==> src/assert_macros.svh <==
// ------------------------------------------------------------------------
// Assertion macros
// Shared concurrent assertion shorthands for the sphere patch generator.
// ------------------------------------------------------------------------
`ifndef ASSERT_MACROS_SVH
`define ASSERT_MACROS_SVH

// Implication checked on every rising edge, off while reset is held.
`define ASSERT_IMPL(lbl, clk, rstn, ante, cons, msg) \
  lbl: assert property (@(posedge clk) disable iff (!rstn) (ante) |-> (cons)) else $error(msg);

// Invariant checked on every rising edge, off while reset is held.
`define ASSERT_ALWAYS(lbl, clk, rstn, prop, msg) \
  lbl: assert property (@(posedge clk) disable iff (!rstn) (prop)) else $error(msg);

`endif

==> src/spvg_pkg.sv <==
// ------------------------------------------------------------------------
// spvg_pkg
// Types, codes and constants shared by the sphere patch generator.
// ------------------------------------------------------------------------
`default_nettype none

package spvg_pkg;

  localparam int DIAM_W = 16;
  localparam int DIVS_W = 9;
  localparam int COL_W  = 8;
  localparam int BAND_W = 8;
  localparam int RING_W = 9;
  localparam int TEX_W  = 17;
  localparam int NUM_W  = 41;
  localparam int CS_W   = 34;
  localparam int SQRT_STEPS = 16;

  localparam logic [1:0] ACT_TOP = 2'd0;
  localparam logic [1:0] ACT_MID = 2'd1;
  localparam logic [1:0] ACT_BOT = 2'd2;

  localparam int CFG_IDX_W = 2;
  localparam logic [CFG_IDX_W-1:0] CFG_DIAMETER = 2'd0;
  localparam logic [CFG_IDX_W-1:0] CFG_RADIAL   = 2'd1;
  localparam logic [CFG_IDX_W-1:0] CFG_HEIGHT   = 2'd2;

  localparam logic [DIAM_W-1:0] DIAMETER_RST = 16'd256;
  localparam logic [DIVS_W-1:0] RADIAL_RST   = 9'd16;
  localparam logic [DIVS_W-1:0] HEIGHT_RST   = 9'd16;

  localparam logic [31:0]         PI_Q30   = 32'd3373259426;
  localparam logic signed [CS_W-1:0] CORDIC_K = 34'sd652032874;
  localparam logic [TEX_W-1:0]    TEX_ONE  = 17'd65536;

  typedef enum logic [1:0] {
    KIND_TOP,
    KIND_MID,
    KIND_BOT,
    KIND_ERR
  } kind_e;

  typedef struct packed {
    logic [1:0]        action;
    logic [COL_W-1:0]  column;
    logic [BAND_W-1:0] band;
  } in_item_t;

  typedef struct packed {
    logic signed [15:0] pos_x;
    logic [15:0]        pos_y;
    logic signed [15:0] pos_z;
    logic [TEX_W-1:0]   tex_s;
    logic [TEX_W-1:0]   tex_t;
    logic               last;
    logic               error;
  } out_item_t;

  typedef struct packed {
    logic [DIAM_W-1:0] diameter;
    logic [DIVS_W-1:0] radial_divisions;
    logic [DIVS_W-1:0] height_divisions;
  } cfg_t;

  typedef struct packed {
    kind_e             kind;
    logic [COL_W-1:0]  column;
    logic [RING_W-1:0] ring;
  } job_t;

  typedef struct packed {
    logic              start;
    logic [NUM_W-1:0]  num;
    logic [DIVS_W-1:0] den;
  } div_req_t;

  typedef struct packed {
    logic             busy;
    logic             done;
    logic [NUM_W-1:0] quo;
  } div_rsp_t;

  // atan(2^-i) in radians, Q2.30
  function automatic logic [29:0] atan_q30(input logic [4:0] idx);
    logic [29:0] v;
    case (idx)
      5'd0:  v = 30'h3243F6A8;
      5'd1:  v = 30'h1DAC6705;
      5'd2:  v = 30'h0FADBAFC;
      5'd3:  v = 30'h07F56EA6;
      5'd4:  v = 30'h03FEAB76;
      5'd5:  v = 30'h01FFD55B;
      5'd6:  v = 30'h00FFFAAA;
      5'd7:  v = 30'h007FFF55;
      5'd8:  v = 30'h003FFFEA;
      5'd9:  v = 30'h001FFFFD;
      5'd10: v = 30'h000FFFFF;
      5'd11: v = 30'h0007FFFF;
      5'd12: v = 30'h0003FFFF;
      5'd13: v = 30'h0001FFFF;
      5'd14: v = 30'h0000FFFF;
      5'd15: v = 30'h00007FFF;
      5'd16: v = 30'h00003FFF;
      5'd17: v = 30'h00001FFF;
      5'd18: v = 30'h00000FFF;
      5'd19: v = 30'h000007FF;
      5'd20: v = 30'h000003FF;
      5'd21: v = 30'h000001FF;
      5'd22: v = 30'h000000FF;
      5'd23: v = 30'h0000007F;
      5'd24: v = 30'h0000003F;
      5'd25: v = 30'h0000001F;
      5'd26: v = 30'h0000000F;
      5'd27: v = 30'h00000008;
      5'd28: v = 30'h00000004;
      5'd29: v = 30'h00000002;
      5'd30: v = 30'h00000001;
      default: v = 30'h00000000;
    endcase
    return v;
  endfunction

endpackage

`default_nettype wire

==> src/spvg_front.sv <==
// ------------------------------------------------------------------------
// spvg_front
// Check a patch request against the configuration and classify it.
// ------------------------------------------------------------------------
`default_nettype none

module spvg_front #(
  parameter int MAX_DIVISIONS = 256
) (
  input  wire logic              in_valid_i,
  input  wire spvg_pkg::in_item_t in_item_i,
  input  wire spvg_pkg::cfg_t    cfg_i,
  input  wire logic              q_full_i,
  output logic                   in_stall_o,
  output logic                   push_o,
  output spvg_pkg::job_t         job_o
);

  logic cfg_bad;
  logic col_bad;
  logic band_bad;

  assign cfg_bad = (cfg_i.radial_divisions == '0) ||
                   (int'(cfg_i.radial_divisions) > MAX_DIVISIONS) ||
                   (cfg_i.height_divisions == '0) ||
                   (int'(cfg_i.height_divisions) > MAX_DIVISIONS);
  assign col_bad = {1'b0, in_item_i.column} >= cfg_i.radial_divisions;
  assign band_bad = (in_item_i.action == spvg_pkg::ACT_MID) &&
                    ((in_item_i.band == '0) ||
                     (({2'b00, in_item_i.band} + 10'd2) > {1'b0, cfg_i.height_divisions}));

  always_comb begin
    job_o.column = in_item_i.column;
    job_o.ring   = '0;
    case (in_item_i.action)
      spvg_pkg::ACT_TOP: begin
        job_o.kind = spvg_pkg::KIND_TOP;
        job_o.ring = cfg_i.height_divisions - 9'd1;
      end
      spvg_pkg::ACT_MID: begin
        job_o.kind = spvg_pkg::KIND_MID;
        job_o.ring = {1'b0, in_item_i.band};
      end
      spvg_pkg::ACT_BOT: begin
        job_o.kind = spvg_pkg::KIND_BOT;
        job_o.ring = 9'd1;
      end
      default: begin
        job_o.kind = spvg_pkg::KIND_ERR;
      end
    endcase
    if (cfg_bad || col_bad || band_bad) begin
      job_o.kind = spvg_pkg::KIND_ERR;
    end
  end

  assign in_stall_o = q_full_i;
  assign push_o     = in_valid_i && !q_full_i;

endmodule

`default_nettype wire

==> config.mk <==
export PLATFORM = sky130hd
export DESIGN_NAME = spvg_front
export DESIGN_NICKNAME = d
export VERILOG_FILES = /design/src/assert_macros.svh /design/src/spvg_pkg.sv /design/src/spvg_front.sv
export SDC_FILE = /design/constraint.sdc
export NUM_CORES = 1
export LEC_CHECK = 0
export BUFFER_PORTS_ARGS = -buffer_cell sky130_fd_sc_hd__buf_2
export CORE_MARGIN = 3
export CORE_UTILIZATION = 40
export DETAILED_ROUTE_END_ITERATION = 7
export GPL_ROUTABILITY_DRIVEN = 0
export PLACE_DENSITY = 0.93
export SYNTH_ARGS = -nofsm -noshare
export SYNTH_HDL_FRONTEND = slang
export SYNTH_SLANG_ARGS = --single-unit
==> constraint.sdc <==
create_clock -name vclk -period 1.7
set_input_delay 0.085 -clock vclk [all_inputs]
set_output_delay 0.085 -clock vclk [all_outputs]
set_load 0.005 [all_outputs]
==> summary.md <==
| Metric | Value |
|---|---|
| Status | finished with violations |
| Failing checks | negative setup slack |
| FP Rows | 16 |
| Synth Instances | 136 |
| Hpwl dp | 2430 um |
| Layout fillers | 202 |
| Seq. cell area | 0 um2 |
| Fin crit period | 1.851 ns |
| Drt drc | 0 |
| Most frequent cells in the layout | buf_2 (54), inv_1 (19), ha_1 (17) |
| Final Hold Viols | 0 |
| Vias in the first global route | 1,105 |
| Multi-input gate area | 863.3 um2 |
| # hold bufs at CTS | 0 |
| Setup WS post-layout | -0.1512 ns |
| Synth cell types | 31 |
| CP Cell Sequence | buf_6, and3_4, nand3_4, xnor2_2, ha_1, and4_4, nand2_2, nor2_1, o21ai_1, a211o_1, buf_2 |
| Pwr per Cell Area | 236.0 nW/um2 |
| Critical path data arrival time | 1.77 ns |
| Core area | 2082 um2 |
| YS warnings | 0 |
| Largest net degree at the start of global routing | 12 |
| HP Class | in2out |
| Ports | 75 |
| Slowest cell delay on critical path | 0.30 ns |
| Peak supply drop | 0.0001627 V |
| Routed length per instance | 13.19 um |
| Leak Pwr | 0.0007199 uW |
| Die Wd | 54.21 um |
| DR iter-0 viols | 15 |
| Crit path kind | in2out |
| Initial DRT Pass Iterations | 4 |
| Crit. End Element | output port |
| RSZ-0062 raised after global routing | true |
| Slew of the pin with the lowest slew margin | 0.3715 ns |
| # clk buffers | 0 |
| Share of layout cells above drive strength 1 | 0.4433 |
| Global-route wire length before repair | 4222 um |
| Hold Startpoint | q_full_i |
| Synthesized area | 929.6 um2 |
| Tot Pwr | 324.2 uW |
| P&R area growth vs syn | 47.78% |
| Hold Path Depth | 2 |
| Global route overflow | 0 |
| Max_cap viols | 0 |
| CP max stage cell | ha_1 |
| Die Y | 54.21 um |
| Routed Antenna Nets | 0 |
| Via density | 5.213 |
| Post-Syn Area per Cell | 6.836 um2 |
| Worst-path fanout max | 3 |
| Initial core utilization | 0.4465 |
| Final setup fails | 1 |
| Initial antenna violation count | 0 |
| Slew headroom | 0.7504 |
| Min-Delay Endpoint | in_stall_o |
| CP top delay family | simple AND/OR/NAND/NOR gates |
| Via Count | 1,152 |
| Highest clock rate | 540.2 MHz |
| Die area | 2939 um2 |
| Max Slew Vio Count | 0 |
| Startpoint types | input pin |
| Worst path bufs/invs | 2 |
| Sequential area share after synthesis | 0 |
| Period utilization | 1.089 |
| Worst EP required | 1.62 ns |
| Inserted Diodes | 0 |
| Post CTS Setup Buffer Count | 0 |
| TNS Setup | -0.1512 ns |
| Synth Net Count | 209 |
| FF+latch count | 0 |
| Design Area, Final | 1374 um2 |
| Wirelength, routed | 2914 um |
| Total GRT Usage | 0.1876 |
| Placed Area | 1259 um2 |
| Nets | 269 |
| Port Buffers | 59 |
| Most common cell after layout, fill and taps aside | buf_2 |
==> how the worst max path moves through the flow <==
stage | cells past startpoint | slack [ns] | to | startpoint
global placement | 10 | -0.15 | job_o[18] | in_item_i[1]
global route | 11 | -0.23 | job_o[18] | in_item_i[5]
detailed placement | 10 | -0.24 | job_o[18] | in_item_i[1]
finish | 11 | -0.15 | job_o[18] | in_item_i[5]
floorplan | 9 | 0.17 | job_o[18] | in_item_i[1]
CTS | 11 | -0.09 | job_o[18] | in_item_i[5]
==> power by group <==
group	total [uW]	leakage (uW)	internal (uW)	switching, uW
Sequential	0	0	0	0
Clock	0	0	0	0
Combinational	324	0.000720	163	161
Total	324	0.000720	163	161
==> per-stage QoR <==
step                utilization  hold slack [ns]  instances  setup slack [ns]
floorplan                     -           0.2002        136            0.1651
global placement         0.6046           0.3506        221           -0.1504
detailed placement       0.6046           0.3548        221           -0.2374
CTS                      0.6526           0.3543        221          -0.08554
global route             0.6599           0.3620        221           -0.2301
finish                   0.6599           0.3513        221           -0.1512
==> routing by layer <==
metal | routed length, um | part of all wire | vias up | GRT usage
met2 | 1641 | 0.56 | 56 | 0.4323
met4 | 9 | 0.0031 | 0 | 0
li1 | - | - | 584 | -
met1 | 964 | 0.33 | 510 | 0.1799
met5 | 0 | 0 | - | 0
met3 | 298 | 0.10 | 2 | 0.01362
==> repair_timing <==
action	4_1_cts	5_1_grt
endpoints found under the setup margin	1	1
gates resized for setup	19	5
pin swaps	15	4
==> cells in the mapped netlist, types with 2 or more instances <==
cell type	number	area, um2
xor2_1	2	17.52
nand2b_1	2	12.51
or4_4	2	22.52
buf_4	9	67.56
clkbuf_1	2	7.510
o21ai_0	4	20.02
inv_1	19	71.32
nand4_1	3	18.77
a21oi_1	10	50.05
xnor2_1	9	78.83
nor4_1	3	18.77
nand2_1	8	30.03
nor3_1	3	15.01
a211oi_1	4	30.03
ha_1	19	237.7
and3_1	3	18.77
nand3_1	5	25.02
nor2_1	16	60.06
==> final cells by class <==
type / instances / share of cell area
well taps: 27 / 0.02459
inverters: 20 / 0.05464
multi-input cells: 105 / 0.6284
repair buffers: 69 / 0.2923
==> cell families after synthesis <==
group           count (synthesis)  synth area share
simple gates                   50            0.2840
compound gates                 23            0.1548
fa+ha+maj                      19            0.2557
mux                             1           0.01077
xor+xnor                       12            0.1333
buf+inv                        31            0.1615
(Power assumes the default switching activity.)
