--- src/assert_macros.svh ---
// ------------------------------------------------------------------------
// Assertion macros
// Shared concurrent assertion shorthands for the sphere patch generator.
// ------------------------------------------------------------------------
`ifndef ASSERT_MACROS_SVH
`define ASSERT_MACROS_SVH

// Implication checked on every rising edge, off while reset is held.
`define ASSERT_IMPL(lbl, clk, rstn, ante, cons, msg) \
  lbl: assert property (@(posedge clk) disable iff (!rstn) (ante) |-> (cons)) else $error(msg);

// Invariant checked on every rising edge, off while reset is held.
`define ASSERT_ALWAYS(lbl, clk, rstn, prop, msg) \
  lbl: assert property (@(posedge clk) disable iff (!rstn) (prop)) else $error(msg);

`endif

--- src/spvg_pkg.sv ---
// ------------------------------------------------------------------------
// spvg_pkg
// Types, codes and constants shared by the sphere patch generator.
// ------------------------------------------------------------------------
`default_nettype none

package spvg_pkg;

  localparam int DIAM_W = 16;
  localparam int DIVS_W = 9;
  localparam int COL_W  = 8;
  localparam int BAND_W = 8;
  localparam int RING_W = 9;
  localparam int TEX_W  = 17;
  localparam int NUM_W  = 41;
  localparam int CS_W   = 34;
  localparam int SQRT_STEPS = 16;

  localparam logic [1:0] ACT_TOP = 2'd0;
  localparam logic [1:0] ACT_MID = 2'd1;
  localparam logic [1:0] ACT_BOT = 2'd2;

  localparam int CFG_IDX_W = 2;
  localparam logic [CFG_IDX_W-1:0] CFG_DIAMETER = 2'd0;
  localparam logic [CFG_IDX_W-1:0] CFG_RADIAL   = 2'd1;
  localparam logic [CFG_IDX_W-1:0] CFG_HEIGHT   = 2'd2;

  localparam logic [DIAM_W-1:0] DIAMETER_RST = 16'd256;
  localparam logic [DIVS_W-1:0] RADIAL_RST   = 9'd16;
  localparam logic [DIVS_W-1:0] HEIGHT_RST   = 9'd16;

  localparam logic [31:0]         PI_Q30   = 32'd3373259426;
  localparam logic signed [CS_W-1:0] CORDIC_K = 34'sd652032874;
  localparam logic [TEX_W-1:0]    TEX_ONE  = 17'd65536;

  typedef enum logic [1:0] {
    KIND_TOP,
    KIND_MID,
    KIND_BOT,
    KIND_ERR
  } kind_e;

  typedef struct packed {
    logic [1:0]        action;
    logic [COL_W-1:0]  column;
    logic [BAND_W-1:0] band;
  } in_item_t;

  typedef struct packed {
    logic signed [15:0] pos_x;
    logic [15:0]        pos_y;
    logic signed [15:0] pos_z;
    logic [TEX_W-1:0]   tex_s;
    logic [TEX_W-1:0]   tex_t;
    logic               last;
    logic               error;
  } out_item_t;

  typedef struct packed {
    logic [DIAM_W-1:0] diameter;
    logic [DIVS_W-1:0] radial_divisions;
    logic [DIVS_W-1:0] height_divisions;
  } cfg_t;

  typedef struct packed {
    kind_e             kind;
    logic [COL_W-1:0]  column;
    logic [RING_W-1:0] ring;
  } job_t;

  typedef struct packed {
    logic              start;
    logic [NUM_W-1:0]  num;
    logic [DIVS_W-1:0] den;
  } div_req_t;

  typedef struct packed {
    logic             busy;
    logic             done;
    logic [NUM_W-1:0] quo;
  } div_rsp_t;

  // atan(2^-i) in radians, Q2.30
  function automatic logic [29:0] atan_q30(input logic [4:0] idx);
    logic [29:0] v;
    case (idx)
      5'd0:  v = 30'h3243F6A8;
      5'd1:  v = 30'h1DAC6705;
      5'd2:  v = 30'h0FADBAFC;
      5'd3:  v = 30'h07F56EA6;
      5'd4:  v = 30'h03FEAB76;
      5'd5:  v = 30'h01FFD55B;
      5'd6:  v = 30'h00FFFAAA;
      5'd7:  v = 30'h007FFF55;
      5'd8:  v = 30'h003FFFEA;
      5'd9:  v = 30'h001FFFFD;
      5'd10: v = 30'h000FFFFF;
      5'd11: v = 30'h0007FFFF;
      5'd12: v = 30'h0003FFFF;
      5'd13: v = 30'h0001FFFF;
      5'd14: v = 30'h0000FFFF;
      5'd15: v = 30'h00007FFF;
      5'd16: v = 30'h00003FFF;
      5'd17: v = 30'h00001FFF;
      5'd18: v = 30'h00000FFF;
      5'd19: v = 30'h000007FF;
      5'd20: v = 30'h000003FF;
      5'd21: v = 30'h000001FF;
      5'd22: v = 30'h000000FF;
      5'd23: v = 30'h0000007F;
      5'd24: v = 30'h0000003F;
      5'd25: v = 30'h0000001F;
      5'd26: v = 30'h0000000F;
      5'd27: v = 30'h00000008;
      5'd28: v = 30'h00000004;
      5'd29: v = 30'h00000002;
      5'd30: v = 30'h00000001;
      default: v = 30'h00000000;
    endcase
    return v;
  endfunction

endpackage

`default_nettype wire

--- src/spvg_queue.sv ---
// ------------------------------------------------------------------------
// spvg_queue
// Two-entry queue of classified requests between front and back.
// ------------------------------------------------------------------------
`default_nettype none

module spvg_queue (
  input  wire logic           clk_i,
  input  wire logic           rst_ni,
  input  wire logic           push_i,
  input  wire spvg_pkg::job_t job_i,
  input  wire logic           pop_i,
  output logic                full_o,
  output logic                valid_o,
  output spvg_pkg::job_t      job_o
);

  localparam int DEPTH = 2;
  localparam int PTR_W = $clog2(DEPTH);
  localparam int CNT_W = $clog2(DEPTH + 1);

  spvg_pkg::job_t    mem_q [DEPTH];
  logic [PTR_W-1:0]  wr_ptr_q;
  logic [PTR_W-1:0]  rd_ptr_q;
  logic [CNT_W-1:0]  count_q;
  logic              do_pop;

  assign full_o  = (count_q == CNT_W'(DEPTH));
  assign valid_o = (count_q != '0);
  assign job_o   = mem_q[rd_ptr_q];
  assign do_pop  = pop_i && valid_o;

  always_ff @(posedge clk_i or negedge rst_ni) begin
    if (!rst_ni) begin
      wr_ptr_q <= '0;
      rd_ptr_q <= '0;
      count_q  <= '0;
    end else begin
      if (push_i) begin
        mem_q[wr_ptr_q] <= job_i;
        wr_ptr_q        <= PTR_W'((int'(wr_ptr_q) + 1) % DEPTH);
      end
      if (do_pop) begin
        rd_ptr_q <= PTR_W'((int'(rd_ptr_q) + 1) % DEPTH);
      end
      case ({push_i, do_pop})
        2'b10:   count_q <= count_q + CNT_W'(1);
        2'b01:   count_q <= count_q - CNT_W'(1);
        default: count_q <= count_q;
      endcase
    end
  end

endmodule

`default_nettype wire

--- config.mk ---
export PLATFORM = sky130hd
export DESIGN_NAME = spvg_queue
export DESIGN_NICKNAME = d
export VERILOG_FILES = /design/src/assert_macros.svh /design/src/spvg_pkg.sv /design/src/spvg_queue.sv
export SDC_FILE = /design/constraint.sdc
export NUM_CORES = 1
export LEC_CHECK = 0
export ABC_CLOCK_PERIOD_IN_PS = 2100
export BUFFER_PORTS_ARGS = -buffer_cell sky130_fd_sc_hd__buf_4
export CELL_PAD_IN_SITES_DETAIL_PLACEMENT = 0
export CELL_PAD_IN_SITES_GLOBAL_PLACEMENT = 1
export CORE_ASPECT_RATIO = 0.7
export CORE_UTILIZATION = 42
export CTS_CLUSTER_SIZE = 10
export DETAILED_ROUTE_END_ITERATION = 8
export PLACE_DENSITY_LB_ADDON = 0.25
export SYNTH_ARGS = -nofsm -noshare
export SYNTH_HDL_FRONTEND = slang
export SYNTH_SLANG_ARGS = --single-unit
--- constraint.sdc ---
create_clock -name clk_i -period 2.1 [get_ports clk_i]
set_input_delay 0.315 -clock clk_i [delete_from_list [all_inputs] [get_ports clk_i]]
set_output_delay 0.315 -clock clk_i [all_outputs]
set_load 0.03 [all_outputs]
==> reports/qor.yml <==
cpMostUsedCell: "buf_4"
synthSimpleGateAreaFrac_pct: 2.79
grt_pass1_vias: 813
gr-usage-met1_pct: 16.1
initial_utilization_pct: 44.4
dr.pass1.iters: 4
core_sq_um: 3540
use_met3_pct: 5.33
antenna_cells: 0
p_switching_uw: 865
clock_path_buffers: 2
reg2reg_depth: 6
postCtsResizedCells: 0
antenna_left: 0
yosys-top-cells-area: "edfxtp_1 73%, mux2_2 14%, dfrtp_1 6.4%"
min-delay-start: "job_i[4]"
clk_latency_ns: 0.28
critPathMaxFanout: 12
io_pins: 44
layout_worst_path_cycle_share_pct: 81.4
maxSlewHeadroom_pct: 71.3
yosys.area_share.xor_xnor_pct: 2.79
grtUsageTotal_pct: 13.7
max_stage_delay_ns: 0.52
drt_wl_total_mm: 2.50
p_total_mw: 2.60
final_nets: 154
grt_busiest_layer: "met2"
maxCapViolCount: 0
syn_area_sq_um: 1570
crit_required_ns: 2.08
reg2reg_from: "count_q[0]"
drc: 0
wl_per_cell_microns: 13.8
tns_ns: 0
synthAdderAreaFrac_pct: 0.797
synth_area_leader_cell: "edfxtp_1"
layout_min_cycle_time_ns: 1.71
hold_viol: 0
synth_ff_type: "edfxtp_1"
grt_overflow: 0
r2r-end: "count_q[1]"
min_path_type: "in2reg"
avgSynthCellArea_sq_um: 20.4
num_vias: 820
dp_hpwl_mm: 1.78
cts_setup_buffers: 0
powerDensity_nw_per_um2: 1250
slew_viol_final: 0
setup_viol: 0
cp_slowest_cell: "dlygate4sd3_1"
crit_path_start: "rst_ni"
cts_made_buffers: 5
cts_tree: "built"
gp_congestion: 0.625
cts_htree_levels: 2
antenna_found_initial: 0
min_to: "mem_q[1][4]"
clkPwrFrac_pct: 18.1
synth_top_family_by_area: "multiplexers"
die_x_microns: 75.1
endpoint_kind: "register"
hold_ws_ns: 0.216
synth.mux.area_fraction_pct: 13.6
async_flop_share_pct: 9.52
irDropWorstVdd_mv: 0.685
pwr-share-comb_pct: 39.8
clkTransAtPathRegs_ns: 0.07
synth-seq-cells: 42
viasPerCell: 4.53
yosysWarnings: 0
netlist-cell-type-count: 14
hold-path-cell-count: 1
swShare_pct: 33.2
leakage_nw: 0.803
synth_edf_count: 38
start_kind: "input port"
die_h_microns: 53.1
status: "finished clean"
synthCells: 77
finClkSkew_ns: 0.00342
cts_root_buffer: "clkbuf_8"
rows: 18
worstSetupPathType: "in2reg"
initialDrtViolationCount: 38
cts_sinks: 42
clock.fmax_mhz: 585
syn-num-nets: 101
worstMarginPinSlew_ns: 0.430
drive_gt1_share_pct: 58.0
critPathArrivalTime_ns: 1.69
cts_hold_buf: 1
rsz0062_at_grt: "no"
fp.dieArea_sq_um: 3990
grt_pass1_wl_mm: 3.67
regToRegSetupSlack_ns: 0.59
netlist.area_leader.share_pct: 72.7
portBuffers: 43
seqPwrFrac_pct: 42.0
area_growth_pct: 32.6
grt_start_max_net_pins: 13
synth_compound_area_share_pct: 0
yosysSeqAreaShare_pct: 79.1
path_cells: "dlygate4sd3_1 -> buf_4 -> nand2_1 -> nor2_2 -> buf_4"
grt_use_met2_pct: 22.2
p_int_mw: 1.74
[final cells by class]
class                           count  area, sq um
Fill cell                         280         1460
Sequential cell                    42         1240
Timing Repair Buffer               48          375
Multi-Input combinational cell     32          317
Clock buffer                        6         72.6
Tap cell                           50         62.6
Clock inverter                      2         8.76
Inverter                            1         3.75
[logic make-up after synthesis]
family        Yosys count
xor+xnor                5
fa+ha+maj               1
buf+inv                 3
flops                  42
mux                    19
simple gates            7
[metrics by stage]
step / util, % / instances / setup slack (ns) / instance area, sq um
finish: 58.8 / 181 / 0.390 / 2080
global route: 58.8 / 181 / 0.305 / 2080
CTS: 58.8 / 181 / 0.382 / 2080
detailed placement: 56.3 / 172 / 0.611 / 1990
global placement: 56.3 / 172 / 0.644 / 1990
floorplan: - / 77 / 0.483 / 1570
[cells in the mapped netlist (2+ instances only)]
library cell	n
edfxtp_1	38
nor2_1	2
dfrtp_1	4
xnor2_1	2
buf_2	2
mux2_2	19
xor2_1	3
[worst max-delay path by stage]
stage | cells after the start | end | slack (ns)
detailed placement | 5 | count_q[1] | 0.61
floorplan | 1 | mem_q[0][0] | 0.48
global route | 5 | mem_q[0][0] | 0.30
CTS | 5 | mem_q[0][15] | 0.38
global placement | 5 | count_q[1] | 0.64
finish | 5 | mem_q[0][12] | 0.39
[power by group through the flow]
stage | logic, mW | registers [mW] | clock network [mW]
finish | 1.04 | 1.09 | 0.472
global route | 1.09 | 1.10 | 0.527
CTS | 1.05 | 1.09 | 0.490
detailed placement | 1.04 | 1.11 | 0
global placement | 1.04 | 1.11 | 0
floorplan | 0.690 | 1.10 | 0
[cells in the final DEF, fill, tap and decap left out, drive strengths merged, types with 2 or more instances in the layout]
cell type,instances
xnor2,2
xor2,3
clkbuf,6
nor2,2
buf,47
edfxtp,38
dfrtp,4
clkinv,2
mux2,19
[state kept, by name, summed over array words and instances (netlist names)]
register,cells
mem_q,38
count_q,2
rd_ptr_q,1
wr_ptr_q,1
[critical path, delay by kind of cell]
family | cells | cell delay [ns]
buffers and inverters | 3 | 0.96
AND/OR/NAND/NOR | 2 | 0.41
[routing by layer]
layer / wire [microns] / up-vias
li1: - / 395
met1: 1040 / 395
met2: 1280 / 30
met3: 185 / 0
met4: 0 / 0
met5: 0 / -
Power figures use the tool's default switching activity.
