[config.mk]
export PLATFORM = sky130hd
export DESIGN_NAME = spvg_div
export DESIGN_NICKNAME = d
export VERILOG_FILES = /design/src/assert_macros.svh /design/src/spvg_pkg.sv /design/src/spvg_div.sv
export SDC_FILE = /design/constraint.sdc
export NUM_CORES = 1
export LEC_CHECK = 0
export ABC_AREA = 1
export BUFFER_PORTS_ARGS = -buffer_cell sky130_fd_sc_hd__buf_4
export CAP_MARGIN = 40
export CORE_MARGIN = 4
export CORE_UTILIZATION = 55
export CTS_CLUSTER_SIZE = 40
export DETAILED_ROUTE_END_ITERATION = 16
export HOLD_SLACK_MARGIN = 0.08
export MAX_ROUTING_LAYER = met4
export PLACE_DENSITY = 0.83
export REMOVE_ABC_BUFFERS = 1
export SLEW_MARGIN = 20
export SYNTH_ARGS = -nofsm -noshare
export SYNTH_HDL_FRONTEND = slang
export SYNTH_SLANG_ARGS = --single-unit
[constraint.sdc]
create_clock -name clk_i -period 5.5 [get_ports clk_i]
set_clock_uncertainty 0.2 [all_clocks]
set_input_delay 1.1 -clock clk_i [delete_from_list [all_inputs] [get_ports clk_i]]
set_output_delay 1.1 -clock clk_i [all_outputs]
set_load 0.1 [all_outputs]
[src/assert_macros.svh]
// ------------------------------------------------------------------------
// Assertion macros
// Shared concurrent assertion shorthands for the sphere patch generator.
// ------------------------------------------------------------------------
`ifndef ASSERT_MACROS_SVH
`define ASSERT_MACROS_SVH

// Implication checked on every rising edge, off while reset is held.
`define ASSERT_IMPL(lbl, clk, rstn, ante, cons, msg) \
  lbl: assert property (@(posedge clk) disable iff (!rstn) (ante) |-> (cons)) else $error(msg);

// Invariant checked on every rising edge, off while reset is held.
`define ASSERT_ALWAYS(lbl, clk, rstn, prop, msg) \
  lbl: assert property (@(posedge clk) disable iff (!rstn) (prop)) else $error(msg);

`endif

[src/spvg_pkg.sv]
// ------------------------------------------------------------------------
// spvg_pkg
// Types, codes and constants shared by the sphere patch generator.
// ------------------------------------------------------------------------
`default_nettype none

package spvg_pkg;

  localparam int DIAM_W = 16;
  localparam int DIVS_W = 9;
  localparam int COL_W  = 8;
  localparam int BAND_W = 8;
  localparam int RING_W = 9;
  localparam int TEX_W  = 17;
  localparam int NUM_W  = 41;
  localparam int CS_W   = 34;
  localparam int SQRT_STEPS = 16;

  localparam logic [1:0] ACT_TOP = 2'd0;
  localparam logic [1:0] ACT_MID = 2'd1;
  localparam logic [1:0] ACT_BOT = 2'd2;

  localparam int CFG_IDX_W = 2;
  localparam logic [CFG_IDX_W-1:0] CFG_DIAMETER = 2'd0;
  localparam logic [CFG_IDX_W-1:0] CFG_RADIAL   = 2'd1;
  localparam logic [CFG_IDX_W-1:0] CFG_HEIGHT   = 2'd2;

  localparam logic [DIAM_W-1:0] DIAMETER_RST = 16'd256;
  localparam logic [DIVS_W-1:0] RADIAL_RST   = 9'd16;
  localparam logic [DIVS_W-1:0] HEIGHT_RST   = 9'd16;

  localparam logic [31:0]         PI_Q30   = 32'd3373259426;
  localparam logic signed [CS_W-1:0] CORDIC_K = 34'sd652032874;
  localparam logic [TEX_W-1:0]    TEX_ONE  = 17'd65536;

  typedef enum logic [1:0] {
    KIND_TOP,
    KIND_MID,
    KIND_BOT,
    KIND_ERR
  } kind_e;

  typedef struct packed {
    logic [1:0]        action;
    logic [COL_W-1:0]  column;
    logic [BAND_W-1:0] band;
  } in_item_t;

  typedef struct packed {
    logic signed [15:0] pos_x;
    logic [15:0]        pos_y;
    logic signed [15:0] pos_z;
    logic [TEX_W-1:0]   tex_s;
    logic [TEX_W-1:0]   tex_t;
    logic               last;
    logic               error;
  } out_item_t;

  typedef struct packed {
    logic [DIAM_W-1:0] diameter;
    logic [DIVS_W-1:0] radial_divisions;
    logic [DIVS_W-1:0] height_divisions;
  } cfg_t;

  typedef struct packed {
    kind_e             kind;
    logic [COL_W-1:0]  column;
    logic [RING_W-1:0] ring;
  } job_t;

  typedef struct packed {
    logic              start;
    logic [NUM_W-1:0]  num;
    logic [DIVS_W-1:0] den;
  } div_req_t;

  typedef struct packed {
    logic             busy;
    logic             done;
    logic [NUM_W-1:0] quo;
  } div_rsp_t;

  // atan(2^-i) in radians, Q2.30
  function automatic logic [29:0] atan_q30(input logic [4:0] idx);
    logic [29:0] v;
    case (idx)
      5'd0:  v = 30'h3243F6A8;
      5'd1:  v = 30'h1DAC6705;
      5'd2:  v = 30'h0FADBAFC;
      5'd3:  v = 30'h07F56EA6;
      5'd4:  v = 30'h03FEAB76;
      5'd5:  v = 30'h01FFD55B;
      5'd6:  v = 30'h00FFFAAA;
      5'd7:  v = 30'h007FFF55;
      5'd8:  v = 30'h003FFFEA;
      5'd9:  v = 30'h001FFFFD;
      5'd10: v = 30'h000FFFFF;
      5'd11: v = 30'h0007FFFF;
      5'd12: v = 30'h0003FFFF;
      5'd13: v = 30'h0001FFFF;
      5'd14: v = 30'h0000FFFF;
      5'd15: v = 30'h00007FFF;
      5'd16: v = 30'h00003FFF;
      5'd17: v = 30'h00001FFF;
      5'd18: v = 30'h00000FFF;
      5'd19: v = 30'h000007FF;
      5'd20: v = 30'h000003FF;
      5'd21: v = 30'h000001FF;
      5'd22: v = 30'h000000FF;
      5'd23: v = 30'h0000007F;
      5'd24: v = 30'h0000003F;
      5'd25: v = 30'h0000001F;
      5'd26: v = 30'h0000000F;
      5'd27: v = 30'h00000008;
      5'd28: v = 30'h00000004;
      5'd29: v = 30'h00000002;
      5'd30: v = 30'h00000001;
      default: v = 30'h00000000;
    endcase
    return v;
  endfunction

endpackage

`default_nettype wire

[src/spvg_div.sv]
// ------------------------------------------------------------------------
// spvg_div
// Restoring divider, one quotient bit per cycle.
// ------------------------------------------------------------------------
`default_nettype none

module spvg_div (
  input  wire logic               clk_i,
  input  wire logic               rst_ni,
  input  wire spvg_pkg::div_req_t req_i,
  output spvg_pkg::div_rsp_t      rsp_o
);

  localparam int NW  = spvg_pkg::NUM_W;
  localparam int DW  = spvg_pkg::DIVS_W;
  localparam int CW  = $clog2(NW + 1);

  logic [NW-1:0] sr_q;
  logic [DW-1:0] rem_q;
  logic [DW-1:0] den_q;
  logic [CW-1:0] cnt_q;
  logic          busy_q;
  logic          done_q;
  logic [DW:0]   rem_sh;
  logic          fits;

  assign rem_sh = {rem_q, sr_q[NW-1]};
  assign fits   = rem_sh >= {1'b0, den_q};

  always_ff @(posedge clk_i or negedge rst_ni) begin
    if (!rst_ni) begin
      busy_q <= 1'b0;
      done_q <= 1'b0;
      cnt_q  <= '0;
    end else begin
      done_q <= 1'b0;
      if (req_i.start) begin
        sr_q   <= req_i.num;
        den_q  <= req_i.den;
        rem_q  <= '0;
        cnt_q  <= CW'(NW);
        busy_q <= 1'b1;
      end else if (busy_q) begin
        // shift in the next numerator bit, subtract when it fits
        sr_q  <= {sr_q[NW-2:0], fits};
        rem_q <= fits ? DW'(rem_sh - {1'b0, den_q}) : rem_sh[DW-1:0];
        cnt_q <= cnt_q - CW'(1);
        if (cnt_q == CW'(1)) begin
          busy_q <= 1'b0;
          done_q <= 1'b1;
        end
      end
    end
  end

  assign rsp_o.busy = busy_q;
  assign rsp_o.done = done_q;
  assign rsp_o.quo  = sr_q;

endmodule

`default_nettype wire

==> results of run 1 <==
logic make-up after synthesis:
logic type,count (synthesis),share of synthesized area [%]
compound gates,15,2.382
xor+xnor,3,0.7580
fa+ha+maj,12,4.547
buf+inv,56,6.965
flops,67,56.87
simple gates,241,28.47
power groups by stage:
stage | combinational [mW] | clock [mW] | sequential (mW)
after global placement | 0.417 | 0 | 0.643
after CTS | 0.430 | 0.392 | 0.633
after detailed placement | 0.429 | 0 | 0.642
after global routing | 0.468 | 0.419 | 0.637
final | 0.429 | 0.386 | 0.634
after floorplan | 0.159 | 0 | 0.795
sequential cells by signal, summed over array words and instances, names as in the netlist:
signal,flops
cnt_q,6
den_q,9
sr_q,41
busy_q,1
done_q,1
rem_q,9
final timing paths:
check | from | to | slack [ns] | cells past startpoint
hold reg to reg | cnt_q[5] | cnt_q[5] | 0.29 | 1
min in group asynchronous | rst_ni | cnt_q[5] | 0.43 | 1
max in group asynchronous | rst_ni | done_q | 4.46 | 1
setup reg to reg | sr_q[40] | rem_q[7] | 3.07 | 11
setup / recovery | req_i[50] | sr_q[28] | 2.76 | 5
hold / removal | cnt_q[5] | cnt_q[5] | 0.29 | 1
per-layer routing:
layer  track usage [%]  part of all wire [%]
met1             30.46                    43
met2             36.85                    48
met4             7.531                   1.6
met5                 -                     0
met3             6.906                   7.5
layout make-up:
cell class                 count  area, sq um
sequential                    67         1972
multi-input combinational    271         1261
clock inverter                 6        57.56
clock buffer                   9        123.9
timing repair buffer          98        755.7
tap                           75        93.84
fill                         456         1608
inverter                      41        153.9
worst reg2reg max path: stages, from the launching register on:
cell                       delay (ns)
sky130_fd_sc_hd__edfxtp_1        0.39
sky130_fd_sc_hd__inv_1           0.11
sky130_fd_sc_hd__ha_1            0.15
sky130_fd_sc_hd__inv_1           0.07
sky130_fd_sc_hd__fa_1            0.43
sky130_fd_sc_hd__nand4_1         0.15
sky130_fd_sc_hd__nand2_1         0.10
sky130_fd_sc_hd__nand2_2         0.23
sky130_fd_sc_hd__nand2_2         0.21
sky130_fd_sc_hd__nand2_1         0.12
sky130_fd_sc_hd__nand3_1         0.07
sky130_fd_sc_hd__nand2_1         0.07
placed cells by master (no fill, tap or decap):
cell type                    Yosys  routed
sky130_fd_sc_hd__nand2_1       188     188
sky130_fd_sc_hd__buf_4           3      96
sky130_fd_sc_hd__edfxtp_1       59      59
sky130_fd_sc_hd__inv_1          38      38
sky130_fd_sc_hd__nand3_1        25      25
sky130_fd_sc_hd__nor2_1         12      11
sky130_fd_sc_hd__ha_1           11      11
sky130_fd_sc_hd__clkbuf_8        0       9
sky130_fd_sc_hd__dfrtp_1         8       8
sky130_fd_sc_hd__a21oi_1         7       7
sky130_fd_sc_hd__clkinv_1        2       4
sky130_fd_sc_hd__nand2_2         4       4
sky130_fd_sc_hd__o21ai_0         4       4
sky130_fd_sc_hd__nor3_1          3       3
sky130_fd_sc_hd__nor2_2          3       3
sky130_fd_sc_hd__xnor2_1         3       3
sky130_fd_sc_hd__nand4_1         2       2
sky130_fd_sc_hd__nand3_2         2       2
sky130_fd_sc_hd__clkinvlp_4      0       2
sky130_fd_sc_hd__a21oi_2         1       1
sky130_fd_sc_hd__nor2b_4         1       1
sky130_fd_sc_hd__a31oi_1         1       1
sky130_fd_sc_hd__nor2_4          0       1
sky130_fd_sc_hd__inv_2           1       1
sky130_fd_sc_hd__o31ai_1         1       1
sky130_fd_sc_hd__or3_1           1       1
sky130_fd_sc_hd__o21ai_1         1       1
sky130_fd_sc_hd__fa_1            1       1
sky130_fd_sc_hd__clkinv_2        0       1
sky130_fd_sc_hd__bufinv_16       0       1
sky130_fd_sc_hd__buf_12          0       1
sky130_fd_sc_hd__buf_8           0       1
==> summary.md, run 1 <==
The cell type contributing the most total cell area after synthesis was sky130_fd_sc_hd__edfxtp_1. The class of the tightest hold or removal check was flip-flop to flip-flop. Measured along the x axis, the die boundary spans 87.40 um. Once layout is done, the placed cells without fillers occupy 4418 sq um. The sort of element at the start of the critical path is an input port.

The post-layout utilization of the core is 73.32%, and the average footprint of a synthesized cell is 8.800 sq um. The first detailed-routing pass ran for 4 iterations. The worst path needs 2.742 ns of the cycle, external delays included.

Maximum buffer depth of the clock tree: 2. The reported net switching power is 0.5177 mW, and the total routing resource utilization after global routing is 23.86%. The count of flip-flops with a built-in enable after synthesis is 59. Combinational power share: 29.6%. The highest fanout seen on the critical path was 49; the count of input and output buffers was 95. Per report_power, the sequential group accounts for 43.7% of the total. The number of gates given a new drive strength after cts is 0. The HPWL after detailed placement is 6.009 mm. For this run, design rule violations remaining after detail routing come to 0. The number of buffers and inverters on the critical path is 3. Setup repair after global routing left no endpoint under its margin. The clock-pin slew on the worst setup and hold paths was 0.08 ns; the sum of internal, switching and leakage power was 1.449 mW. In this run the power density over the cells is 328.0 nW/um^2. The max-slew violation count is 0, and the core region area is 6026 sq um. Of the total power, the clock network draws 26.7%. The area after detailed placement is 4229 sq um.

STA classifies the critical path endpoint as a flip-flop. Counting instances in the post-synthesis netlist gives the leading cell types as 188 x sky130_fd_sc_hd__nand2_1, 59 x sky130_fd_sc_hd__edfxtp_1, 38 x sky130_fd_sc_hd__inv_1. Area overhead of the layout relative to synthesis: 27.43%. Grouping stages by cell kind, the critical path spends the most delay in buffers and inverters.

The overall overflow remaining after global route came out at 0. Root buffer cell: sky130_fd_sc_hd__clkbuf_8. The logs give 0 for the number of routed nets with antenna violations and 8.152 mm for the final routed wirelength across all metal layers. The final worst setup slack was 2.758 ns.

The minimum setup slack after placement is 2.421 ns, and the number of register bits inferred by synthesis is 67. The analysis attributes to cell leakage a power of 2.215 nW. The via count of the first global-routing pass is 2913, and the fmax is 364.7 MHz. The antenna diode instance count is 0, and the data arrival time of the critical path is 2.63 ns. The slowest stage of the critical path is the sky130_fd_sc_hd__clkinv_1 cell. In the final design database the tool counted 553 nets. Summed over its instances, the top area cell type makes up 51.10% of the synthesized netlist area. The first global-routing pass estimated 13.52 mm of wire.

The run finished with clean final reports. At the later pin of the worst-skew pair, clock insertion delay measures 0.34 ns. The actual slew at the worst max-slew pin was 0.5716 ns.

The worst pin sits at a relative slew slack of 61.65%. The fraction of registers with async set/reset is 11.94%, and the floorplan die height is 87.40 um. The maximum resistive drop on vdd was 0.0002143 V; the row count was 28.

After the first detailed-routing iteration, the DRC count stood at 215. The via count of the routed design was 2916; the number of hold violations in the final report was 0. The max-cap check violation count was 0; the H-tree depth was 3. The placer's final routability congestion estimate came out at 0.8671. After detailed placement, the design holds a cell count of 551. The clock net in this run drives a total of 67 sinks.

For this design, the CTS-stage hold fixing added 0 buffers. By instance count, the cell type seen most on the critical path is sky130_fd_sc_hd__nand2_1. The endpoint required time on the critical path is 5.39 ns, and the fraction of power spent switching nets is 35.73%. The most used flip-flop cell after synthesis is sky130_fd_sc_hd__edfxtp_1. The internal power of the cells totals 0.9314 mW.

After the flow finishes, the layout carries non-filler instances totaling 567. After detailed routing, the average wire length per cell comes to 14.38 um. The minimum hold slack is 0.2888 ns, and the initial standard-cell utilization of the core is 57.54%. The sequential share of the synthesized area came out at 56.87%. By area the synthesized netlist is led by sky130_fd_sc_hd__edfxtp_1 51%, sky130_fd_sc_hd__nand2_1 20%, sky130_fd_sc_hd__dfrtp_1 5.8%, sky130_fd_sc_hd__inv_1 4.1%, sky130_fd_sc_hd__ha_1 4.0%.

The tools report the number of I/O pins as 96. Entering global routing, the biggest net connects 50 pins. The number of different library cells in the post-synthesis netlist was 28; the number of antenna violations at the first check in global routing was 0. The cell with the most instances after synthesis was sky130_fd_sc_hd__nand2_1.

The warning count from the yosys run was 0. The layout cell share with drive strength beyond 1 came out at 25.20%. The largest single stage delay on the critical path is 0.62 ns.

Of the available clock period, the critical path in the final layout requires 49.85%. The number of instances in the synthesized netlist was 394. The area of the mapped netlist was 3467 sq um. Setup violations remaining at the end of the flow were counted as 0. The floorplan step defined a die boundary enclosing 7638 sq um.

Post-CTS timing repair inserted 0 buffers for setup. Walking the worst path, the cells encountered are buf_4 -> clkinv_1 -> buf_8 -> nand2_1 -> nand2_1. The setup path with the least slack is of type input port to flip-flop.

The number of buffers created by CTS was 9; the mean number of vias per cell was 5.143. TritonCTS built the clock tree. Setup total negative slack on the finished layout was measured at 0 ns.
(Power assumes the default switching activity.)
==> inputs of run 2 (changes only) <==
CORE_UTILIZATION = 52   (was 55)
PLACE_DENSITY = 0.79   (was 0.83)
clock period = 2.75 ns   (was 5.5 ns; I/O delays follow)
==> run 2 against run 1 <==
Sequential power up 100%. First-iteration DRC count down 44%. Design area about the same. Clock power up 72%. Sequential share of layout area about the same. Setup slack worse by 2.3 ns. Critical path depth up 6. Cell count up 1.1%. Critical path type is now flip-flop to flip-flop. Largest cell class unchanged. Largest power group unchanged. Highest routed layer unchanged.
==> summary.md, run 2 (synthesis results as in run 1) <==
Number of antenna violations at the first check in global routing: 0. Across the run, the number of max-cap violations was 0. Leaving out fill and tap cells, the most frequent cell in the layout is sky130_fd_sc_hd__nand2_1. The met2 layer usage reported by global route is 32.65%. The number of DRC markers after the initial detailed-route iteration was 121.

The start point of the worst hold path is req_i[8]. The worst hold path belongs to the class input port to flip-flop. The floorplan step set the die height to 89.66 um.

The number of I/O pins is 96. Before CTS, the worst setup slack after placement is 0.4459 ns. For this run, the share of the core covered by cells in the final layout is 68.85%.

In the post-route analysis, the smallest setup slack over all paths is 0.4471 ns. The run gives 2723 as the via count of the first global-routing pass. TritonCTS built the clock tree.

The layer flagged by global routing as most heavily used is met2. Post-layout minimum cycle time: 2.303 ns. Before antenna repair, the detailed router went through 4 iterations. The flow ran to the end, and the final reports show no timing, DRC or antenna violations. In the routed design, unresolved DRC markers number 0. The final layout contains 557 nets. The total overflow left after global routing is 0. The core region is 6422 sq um.

The root buffer cell chosen for the clock tree is sky130_fd_sc_hd__clkbuf_8. The floorplan has 29 rows. The post-route clock period utilization was 83.74%. Across all layers, the routed design uses 2888 vias.

The tools report the area of the die as 8038 sq um. The detail route stage leaves a number of antenna-violating nets equal to 0. The tools report the origin of the worst setup path as sr_q[40]. Summed over all cells, the static leakage comes to 2.229 nW.

Post-CTS timing repair inserted 0 buffers for setup. The worst setup path is launched from a flip-flop. For the fmax, the log shows 434.2 MHz. The largest registers in the layout are sr_q (41), den_q (9), rem_q (9). In this run the deepest clock path goes through 2 buffers. The area growth from synthesis to layout is 27.54%. VDD sags by at most 0.0004491 V. The estimated wirelength of the detail-placed design was 5.940 mm; the remaining max-slew budget at the tightest pin was 53.50%.

The first-pass GRT wire length came out at 12.34 mm. Data on the critical path arrives at its endpoint at 2.31 ns. The tools report the final routed wirelength across all metal layers as 7.839 mm. Setup repair after global routing left no endpoint under its margin.

At the worst endpoint, the required time is 2.76 ns. Setup violations remaining at the end of the flow were counted as 0. The tools report the area after detailed placement as 4262 sq um.

In this run the critical register-to-register path is launched from sr_q[40]. Power spread over the standard cell area amounts to 630.5 nW/um^2. Summing internal, switching and leakage power gives 2.788 mW. The antenna diode instance count came out at 0. After detailed routing, the number of vias per cell comes to 5.040. The run gives 0 as the number of hold violations in the final report. The die width was 89.66 um; the number of cells on the worst reg-to-reg path was 11.

The flip-flop count of the largest register after layout was 41; the H-tree depth was 3. Global routing used 7.117% of the available met3 tracks. The initial utilization of the core area, before any placement, comes to 53.98%. Global routing used 21.03% of the available tracks. For the pin with the worst max-slew slack, the measured transition is 0.6959 ns. The finished cells cover 4422 sq um. The worst setup path is captured at a flip-flop.

The clock-pin slew on the worst setup and hold paths was 0.07 ns; the clock latency at the later pin of the worst-skew pair was 0.33 ns. The max-slew violation count is 0, and the maximum number of pins on one net before global-route repair is 49. The worst setup path is of the flip-flop to flip-flop kind. sr_q holds more flip-flops than any other register. The highest fanout seen on the critical path works out to 11. The number of buffers created by CTS was 9; the final routed wire length divided by cell count was 13.68 um. In this run the tool buffered the top-level ports with 95 buffer cells.

The tools report the clock sink count as 67. The tools report the met1 layer usage reported by global route as 26.38%. The placer's final routability congestion estimate is 0.8998. In the layout the commonest cells are 188 x sky130_fd_sc_hd__nand2_1, 100 x sky130_fd_sc_hd__buf_4, 59 x sky130_fd_sc_hd__edfxtp_1. In the final layout, the share of cells above drive strength 1 is 25.40%. The worst hold path stage count came out at 1.
==> run 2: what timing repair did <==
action | CTS | global route
hold endpoints to repair | 8 | 0
hold buffers | 1 | 0
gates resized for setup | 0 | 0
==> run 2: worst max-delay path: stages, from the launching register on <==
cell	delay [ns]
sky130_fd_sc_hd__edfxtp_1	0.39
sky130_fd_sc_hd__inv_1	0.11
sky130_fd_sc_hd__ha_1	0.14
sky130_fd_sc_hd__inv_1	0.07
sky130_fd_sc_hd__fa_1	0.43
sky130_fd_sc_hd__nand4_1	0.15
sky130_fd_sc_hd__nand2_1	0.09
sky130_fd_sc_hd__nand2_2	0.20
sky130_fd_sc_hd__nand2_2	0.17
sky130_fd_sc_hd__nand2_1	0.10
sky130_fd_sc_hd__nand3_1	0.07
sky130_fd_sc_hd__nand2_1	0.07
==> run 2: routing by layer <==
layer  share of wire [%]  wire length, um  vias up
met4                 1.2               91        0
li1                    -                -     1454
met5                   0                0        -
met1                  41             3250     1313
met3                 9.3              730        7
met2                  48             3767      114
==> run 2: stage by stage <==
stage                     hold WS, ns  setup TNS (ns)  instances
after floorplan               0.05441          -41.17        379
after detailed placement       0.2759               0        557
after global routing           0.1712               0        573
after global placement         0.2695               0        556
final                          0.1914               0        573
after CTS                      0.1772               0        573
==> run 2: cell type report <==
class,count,area (sq um)
well taps,77,96.34
clock buffers,11,131.4
repair buffers,102,788.3
clock inverters,4,18.77
multi-input cells,271,1261
fillers,508,2001
flip-flops and latches,67,1972
inverters,41,153.9
==> run 2: power by group <==
part           internal [mW]  switching, mW
Clock                  0.315          0.350
Sequential              1.21         0.0555
Combinational          0.250          0.606
==> run 2: final timing paths <==
| check | end | slack, ns |
|---|---|---|
| hold reg to reg | cnt_q[5] | 0.29 |
| min in group asynchronous | cnt_q[1] | 0.54 |
| setup reg to reg | rem_q[7] | 0.45 |
| hold / removal | den_q[8] | 0.19 |
| max in group asynchronous | cnt_q[5] | 1.62 |
| setup / recovery | rem_q[7] | 0.45 |
==> inputs of run 3 (changes only) <==
ABC_AREA = 0   (was 1)
CORE_UTILIZATION = 47   (was 52)
PLACE_DENSITY = 0.76   (was 0.79)
clock period = 2.1 ns   (was 2.75 ns; I/O delays follow)
==> run 3 against run 2 <==
The run now ends with setup timing left. Die area increased by 8.4%. Combinational power increased by 61%. Register-to-register slack got worse by 0.96 ns. Sequential power increased by 31%. Total power increased by 42%. Maximum frequency decreased by 12%. Clock-buffer cell count decreased by 2. Critical path type unchanged.
==> summary.md, run 3 <==
The run finished, with violations left. The checks that failed: setup timing. The sequential share of the synthesized area is 57.62%, and the fraction of power spent switching nets is 35.41%.

After filler insertion, the fill cell instance count of the layout stands at 511. In this run the tightest slew margin relative to its limit is 67.97%. After synthesis the netlist holds a flip-flop and latch count of 67. At the worst endpoint, the arrival time is 2.50 ns. In this run, the combinational gates consume 34.7% of the power. The register with the most flip-flops in the layout has 41 of them. After synthesis, the share of flip-flops with an asynchronous set or reset is 11.94%. The number of hold violations in the final report came out at 0. The post-route netlist has 52.81% of its cells at a drive strength greater than 1. The final route contains 2458 vias. On the critical path, the stage with the largest delay is an instance of sky130_fd_sc_hd__edfxtp_1. The count of nets left with antenna violations once routing finished came out at 0. For this run, the number of Yosys warnings is 0. The floorplan step set the die height to 93.33 um. VDD sags by at most 0.0005265 V. After detailed routing, the average wire length per cell comes to 15.76 um. The clock tree synthesis step divided the H-tree into 3 levels. 0 antenna diodes ended up in the layout. The tree is rooted in a sky130_fd_sc_hd__clkbuf_8. The analysis attributes to cell leakage a power of 2.000 nW. The estimated wirelength of the detail-placed design is 5.663 mm, and the endpoint required time on the critical path is 1.99 ns.

In this run the register-to-register setup slack is -0.51 ns. The maximum buffer depth of the clock tree came out at 2. The endpoint class of the critical path was a flip-flop.

The class of the tightest hold or removal check is input port to flip-flop. The final standard cell count with taps included and fillers excluded is 488, and the placer's final routability congestion estimate is 0.8476. The critical path is of the flip-flop to flip-flop type. The first detailed-routing pass took 4 iterations. After synthesis the cells add up to 3422 sq um.

The overall overflow remaining after global route came out at 0. The reported net switching power is 1.405 mW. The floorplan step set the die width to 93.33 um. The synthesized design contains 59 enable-type register cells. The tools report the max-slew violation count as 0. For this run, the leading register cell type out of synthesis is sky130_fd_sc_hd__edfxtp_1. The logs give 67 for the clock sink count and 19.29% for the total routing resource utilization after global routing. Sequential cells burn 41.8% of the power. The floorplan step defined a die boundary enclosing 8710 sq um.

Traced cell by cell, the critical path runs through inv_1 -> ha_2 -> inv_2 -> fa_2 -> a211oi_4 -> o21ai_2 -> a211oi_4 -> buf_6 -> mux2i_2 -> a211oi_2. The final routed wirelength across all metal layers was 7.689 mm; the number of antenna violations at the first check in global routing was 0. At the pin with the least slew margin, the transition time is 0.4805 ns.

Clock-pin slew on the worst setup and hold paths: 0.08 ns. Summed over its instances, the top area cell type makes up 51.77% of the synthesized netlist area. Relative to the synthesized area, the layout overhead comes to 39.34%. Leaving out fill and tap cells, the most frequent cells in the layout are 129 x sky130_fd_sc_hd__buf_4, 59 x sky130_fd_sc_hd__edfxtp_1, 41 x sky130_fd_sc_hd__mux2_2.

The logs give 30 for the row count and 23.5% for the share of power burned in the clock network. The first-pass GRT wire length came out at 12.64 mm. By instance count, the cell type seen most on the critical path is sky130_fd_sc_hd__a211oi_4. The number of placed cells counting well taps was 459; the internal power component was 2.562 mW.

The mean number of vias per cell was 5.037. For the worst-skew pair, the clock arrives at the later sink with an insertion delay of 0.34 ns. The run gives 452 as the number of nets in the finished design. The post-layout minimum cycle time is 2.608 ns, and the initial standard-cell utilization of the core is 49.28%. The post-layout utilization of the core was 68.67%; the power density over cell area was 831.8 nW/um^2.

The number of different library cells in the post-synthesis netlist came out at 46. The average footprint of a synthesized cell is 13.91 sq um. The count of input and output buffers is 95.

The most common library cell in the layout ignoring fill and taps was sky130_fd_sc_hd__buf_4. The largest single stage delay on the critical path is 0.39 ns. In the post-synthesis netlist, the biggest area contributors are sky130_fd_sc_hd__edfxtp_1 52%, sky130_fd_sc_hd__mux2_2 13%, sky130_fd_sc_hd__dfrtp_1 5.9%, sky130_fd_sc_hd__ha_1 4.0%, sky130_fd_sc_hd__nor2_1 1.9%.

Ranked by instance count, the synthesized netlist is headed by 59 x sky130_fd_sc_hd__edfxtp_1, 41 x sky130_fd_sc_hd__mux2_2, 17 x sky130_fd_sc_hd__nor2_1. The number of buffers created by CTS is 9, and the number of I/O pins is 96. Setup violations remaining at the end of the flow were counted as 10.

Synthesis handed over a netlist of 246 instances. The highest fanout seen on the critical path works out to 3. The max-cap check violation count was 0; the core region area was 6944 sq um. TritonCTS built the clock tree.

The register with the most flip-flops is sr_q. The tools report the number of design rule violations left after detail routing as 0. Entering global routing, the biggest net connects 41 pins. The tools report the sort of element at the start of the critical path as a flip-flop. Setup repair after global routing could not meet its margin everywhere. Of all cell types, the one taking the most synthesized area is sky130_fd_sc_hd__edfxtp_1. Yosys instantiated no cell more often than sky130_fd_sc_hd__edfxtp_1. The tools report the via count of the first global-routing pass as 2653. The fmax was 383.4 MHz; the post-route clock period utilization was 124.2%. The largest registers in the layout are sr_q (41), den_q (9), rem_q (9). The minimum setup slack after placement is -0.5947 ns, and the setup TNS is -4.515 ns.

The logs give 112 for the number of DRC markers after the initial detailed-route iteration and -0.5085 ns for the final worst setup slack.
run 3: timing repair:
item	in CTS	in global routing
pin swaps	4	7
gates resized for setup	4	10
endpoints found under the hold margin	17	0
endpoints found under the setup margin	10	10
setup buffers	2	2
cloned	0	0
hold buffers	10	0
run 3: logic make-up (layout without fill, tap and decap cells):
family	after synthesis	after routing	share of synthesized area (%)
flops	67	67	57.62
simple gates	55	55	8.410
mux	46	46	14.95
compound gates	30	30	7.386
buf+inv	27	173	4.716
fa+ha+maj	12	12	4.607
xor+xnor	9	9	2.303
run 3: through the flow:
| step | power [mW] | hold slack (ns) | cell area [sq um] |
|---|---|---|---|
| final | 3.966 | 0.1777 | 4768 |
| after global routing | 4.164 | 0.1503 | 4768 |
| after CTS | 3.953 | 0.1626 | 4723 |
| after detailed placement | 2.990 | 0.2185 | 4429 |
| after global placement | 2.965 | 0.2175 | 4429 |
| after floorplan | 2.541 | -0.07559 | 3313 |
run 3: final timing paths:
check                               start        to  cells after the start
worst max-delay path             sr_q[40]  rem_q[4]                     10
worst min-delay path            req_i[40]  sr_q[31]                      2
worst max register to register   sr_q[40]  rem_q[4]                     10
worst min register to register   cnt_q[5]  cnt_q[5]                      2
max in group asynchronous          rst_ni  cnt_q[5]                      3
min in group asynchronous          rst_ni    busy_q                      3
run 3: cell type report:
type | instances | area, sq um | share of cell area (%)
inverter | 14 | 52.55 | 1.102
clock inverter | 7 | 45.04 | 0.9446
clock buffer | 9 | 123.9 | 2.598
sequential | 67 | 1972 | 41.35
tap | 96 | 120.1 | 2.519
timing repair buffer | 143 | 1122 | 23.54
multi-input combinational | 152 | 1333 | 27.95
run 3: metal layers:
| metal | track usage [%] | wire, um |
|---|---|---|
| met1 | 24.30 | 3332 |
| met2 | 30.32 | 3784 |
| met3 | 5.712 | 493 |
| met4 | 5.617 | 78 |
| met5 | - | 0 |
run 3: power by group through the flow:
stage               Clock (mW)  Combinational, mW  Sequential, mW
global placement             0               1.28            1.68
detailed placement           0               1.30            1.69
finish                   0.931               1.38            1.66
global route              1.03               1.46            1.67
CTS                      0.950               1.34            1.66
floorplan                    0              0.441            2.10
run 3: critical path: cells and delay by family, from the launching register on:
family	cells	cell delay, ns
buffers and inverters	3	0.27
AOI/OAI and AO/OA	4	0.75
adders and majority gates	2	0.54
muxes	1	0.21
DFF	1	0.39
